==> src/rtl/core/cbez_pkg.sv <==
`default_nettype none

package cbez_pkg;

	// Sample count of one segment: t = j / SAMPLES.
	localparam int SAMPLES = 100;

	// Field and datapath widths.
	localparam int COORD_W = 16;               // signed Q8.8 coordinate
	localparam int IDX_W   = 7;                // sample index
	localparam int IDX_N   = 2 ** IDX_W;       // every code of the index field
	localparam int FRAC_W  = 16;               // fraction bits of t (Q0.16)
	localparam int COEF_W  = 20;               // basis coefficients a, b, c
	localparam int ACC_W   = 22;               // Horner accumulator, Q14.8 unsaturated
	localparam int PROD_W  = ACC_W + FRAC_W + 2;

	typedef logic [FRAC_W-1:0] t_frac_t;
	typedef t_frac_t t_lut_t [IDX_N];

	// t for every index code. Indices at or above the sample count clamp to the
	// last sample, so t stays below one.
	function automatic t_lut_t build_t_lut();
		t_lut_t lut;
		int     j;
		for (int i = 0; i < IDX_N; i++) begin
			j      = (i > SAMPLES - 1) ? SAMPLES - 1 : i;
			lut[i] = FRAC_W'((j * (2 ** FRAC_W)) / SAMPLES);
		end
		return lut;
	endfunction

	localparam t_lut_t T_LUT = build_t_lut();

endpackage

`default_nettype wire

==> src/rtl/core/cbez_lane.sv <==
`default_nettype none

module cbez_lane import cbez_pkg::*; (
	input  logic                      clk,
	input  logic signed [COORD_W-1:0] p0,
	input  logic signed [COORD_W-1:0] p1,
	input  logic signed [COORD_W-1:0] p2,
	input  logic signed [COORD_W-1:0] p3,
	input  t_frac_t                   t,
	output logic signed [ACC_W-1:0]   res
);

	localparam logic signed [PROD_W-1:0] ROUND_HALF = PROD_W'(1) <<< (FRAC_W - 1);

	// One Horner step: round(acc * t + k), with k scaled up to Q8.24, half up.
	function automatic logic signed [ACC_W-1:0] horner_step(
		input logic signed [ACC_W-1:0]  acc,
		input t_frac_t                  tv,
		input logic signed [COEF_W-1:0] k
	);
		logic signed [PROD_W-1:0] prod;
		logic signed [PROD_W-1:0] sum;
		prod = PROD_W'(acc) * PROD_W'($signed({1'b0, tv}));
		sum  = prod + (PROD_W'(k) <<< FRAC_W) + ROUND_HALF;
		return ACC_W'(sum >>> FRAC_W);
	endfunction

	logic signed [COEF_W-1:0] e0, e1, e2, e3, d01, d12, bb;
	logic signed [COEF_W-1:0] a_s1, b_s1, c_s1, d_s1, c_s2, d_s2, d_s3;
	t_frac_t                  t_s1, t_s2, t_s3;
	logic signed [ACC_W-1:0]  r_s2, r_s3, r_s4;

	// Basis matrix applied to the control points.
	always_comb begin
		e0  = COEF_W'(p0);
		e1  = COEF_W'(p1);
		e2  = COEF_W'(p2);
		e3  = COEF_W'(p3);
		d01 = e1 - e0;
		d12 = e1 - e2;
		bb  = e0 - (e1 <<< 1) + e2;
	end

	always_ff @(posedge clk) begin
		a_s1 <= (e3 - e0) + (d12 <<< 1) + d12;
		b_s1 <= (bb <<< 1) + bb;
		c_s1 <= (d01 <<< 1) + d01;
		d_s1 <= e0;
		t_s1 <= t;

		r_s2 <= horner_step(ACC_W'(a_s1), t_s1, b_s1);
		c_s2 <= c_s1;
		d_s2 <= d_s1;
		t_s2 <= t_s1;

		r_s3 <= horner_step(r_s2, t_s2, c_s2);
		d_s3 <= d_s2;
		t_s3 <= t_s2;

		r_s4 <= horner_step(r_s3, t_s3, d_s3);
	end

	assign res = r_s4;

endmodule

`default_nettype wire

==> config.mk <==
export PLATFORM = sky130hd
export DESIGN_NAME = cbez_lane
export DESIGN_NICKNAME = d
export VERILOG_FILES = /design/src/rtl/core/cbez_pkg.sv /design/src/rtl/core/cbez_lane.sv
export SDC_FILE = /design/constraint.sdc
export NUM_CORES = 2
export LEC_CHECK = 0
export ABC_AREA = 1
export BUFFER_PORTS_ARGS = -buffer_cell sky130_fd_sc_hd__buf_2
export CORE_UTILIZATION = 31
export CTS_BUF_LIST = sky130_fd_sc_hd__clkbuf_16
export DETAILED_ROUTE_END_ITERATION = 8
export PLACE_DENSITY = 0.56
export SYNTH_ARGS = -nofsm -noshare
export SYNTH_HDL_FRONTEND = slang
export SYNTH_SLANG_ARGS = --single-unit
==> constraint.sdc <==
create_clock -name clk -period 8.15 [get_ports clk]
set_clock_uncertainty 0.2 [all_clocks]
set_input_delay 1.63 -clock clk [delete_from_list [all_inputs] [get_ports clk]]
set_output_delay 1.63 -clock clk [all_outputs]
set_load 0.03 [all_outputs]
==> results.toml <==
[global_routing]
grt_remaining_overflow = 0
antenna_found_initial = 3
track_usage_pct = 17.8
grt_max_degree = 24
first_global_vias = 44900
grt_pass1_wl_mm = 246

[routing]
routed_via_density = 4.44
route.vias.total = 41200
ant_nets = 0
drc = 0
wire_per_inst_um = 16.4
first_pass_iters = 6
wl_mm = 153
drtIter0Drc = 2217

[layout]
multi_input_area_sq_mm = 0.0398
mostFrequentLayoutCell = "inv_1"
area_growth_pct = 7.77
mostFrequentLayoutCells = "inv_1, nand2_1, fa_1"
fillCellCount = 18700
seq_area_sq_mm = 0.00480
layout.nets = 8589
drive_above_1_share_pct = 3.90

[sta]
slew_headroom_pct = 24.2
final-setup-viol-count = 0
hold_viol_final = 0
drv_slew = 0
fin_crit_ns = 6.60
fin_crit_sh_pct = 81.0
setup_tns_ns = 0
max_freq_mhz = 151
rsz0062_at_grt = "no"
tightest_slew_ns = 1.14

[setup_path]
path_common_cell = "fa_1"
path_depth = 19
path_cells = "buf_4 > nand2_1 > fa_1 > inv_1 > fa_1 > fa_1 > fa_1 > fa_1 > inv_1 > fa_1 > inv_1 > ha_1 > inv_1 > o21ai_0 > nor2_1 > o21ai_0 > a21oi_1 > nand2_1 > xor2_1"
r2r-start = "t_s1[10]"
cp.required_ns = 8.49
path_max_fanout = 17
reg2reg_to = "r_s2[11]"
startpoint = "t_s1[10]"
r2r_slack_ns = 1.55
cpPeakStageDelay_ns = 1.03
startpoint_type = "register"
cp-end-kind = "register"
endpoint = "r_s2[11]"
r2r_cells = 19
critPathKind = "register to register"
cp_top_family = "adder cells"
cp_slowest_cell = "dfxtp_1"
arrival_ns = 6.95
critPathBufInv = 5

[synthesis]
netlist_area_sq_mm = 0.0543
yosysSeqAreaShare_pct = 8.85
yosys_warnings = 0
synthTopCellsByArea = "fa_1, inv_1, nand2_1, ha_1, dfxtp_1"
async_flop_share_pct = 0
synthDistinctLibCells = 44
syn_avg_cell_area_sq_um = 7.80
synth_top_cell_area_share_pct = 42.3
ys_ff_latch = 240
synth_fp_nets = 8601
synth_top_cell_by_area = "fa_1"
ys.flop_type = "dfxtp_1"
synthCells = 6958
synth_edf_count = 0

[clock_network]
cts_root_buf = "clkbuf_16"
numCtsBuffers = 31
tritoncts = "built"
post_cts_buffers = 0
clkSinkCount = 240
clockBufferDepth = 3
cts-resized-gates = 0
insertion_delay_ns = 0.63
htreeDepth = 1
clk_pin_slew_ns = 0.06
hold_buffers = 0

[placed_design]
dp_hpwl_mm = 131
io_buffer_count = 102
routabilityCongestion = 0.950

[floorplan]
core-area_sq_mm = 0.174
die_area_sq_mm = 0.177
initial_core_util_pct = 31.2
die_w_um = 420
die_height_um = 420
pin_count = 103
num_rows = 153

[run_status]
outcome = "finished, final reports clean"

[min_path]
hold_path_class = "register to register"

[job]
maxCapViolations = 0
-- stage by stage --
step           util, %  hold WS, ns  cell area (sq um)  worst slack, ns  instances
2_1_floorplan        -        0.110              54300             2.36       6958
3_3_place_gp      33.0        0.113              57400             1.41       9238
5_1_grt           33.7        0.131              58500             1.23       9295
4_1_cts           33.7        0.127              58500             1.43       9295
3_5_place_dp      33.0        0.112              57400             1.43       9238
6_report          33.7        0.125              58500             1.55       9296
-- worst min path at each step --
stage,startpoint,end,cells past startpoint
2_1_floorplan,c_s1[0],c_s2[0],0
3_3_place_gp,c_s1[10],c_s2[10],0
3_5_place_dp,c_s1[10],c_s2[10],0
4_1_cts,d_s1[10],d_s2[10],0
5_1_grt,c_s1[3],c_s2[3],0
6_report,d_s1[12],d_s2[12],0
-- area by class of cell --
cell class,count,area share [%]
repair buffers,174,1.80
clock inverters,26,0.522
clock buffers,31,1.33
well taps,2325,4.97
inverters,2350,15.1
flip-flops and latches,240,8.21
multi-input cells,4149,68.1
diodes,1,0.00428
-- flip-flops by register name, indices dropped and copies added (netlist names) --
signal,flops
a_s1,20
d_s1,16
c_s1,19
d_s2,16
d_s3,16
t_s3,16
t_s2,16
c_s2,19
t_s1,16
r_s3,22
res,22
r_s2,22
b_s1,20
-- synth_stat cells, drive strengths merged, types with 10 or more instances --
cell,count
o21bai,23
clkbuf,203
buf,16
a21o,29
nor3,32
xnor2,42
ha,414
nand2,1598
nand4,26
inv,2350
o21ai,107
nand3,107
a21boi,10
nor2,224
xor2,105
a31oi,23
fa,1148
nor4,12
dfxtp,240
a21oi,204
-- cell families after synthesis --
family                   share of synthesized area [%]
AO/OA/AOI/OAI                                     4.40
buffers and inverters                             17.8
XOR/XNOR                                          2.37
adder cells (fa/ha/maj)                           51.9
AND/OR/NAND/NOR                                   14.7
flip-flops                                        8.85
-- per-layer routing --
layer	global-route usage (%)	part of all wire, %	vias up	wire length [um]
met1	22.7	43	20600	65400
met4	3.70	2.1	6	3170
met3	1.73	4.4	162	6680
met5	0	0.031	-	48
li1	-	-	19500	-
met2	32.5	51	956	77600
Power is not shown: default switching activity piles up to over one toggle a cycle in this logic, so the estimate is an artifact.
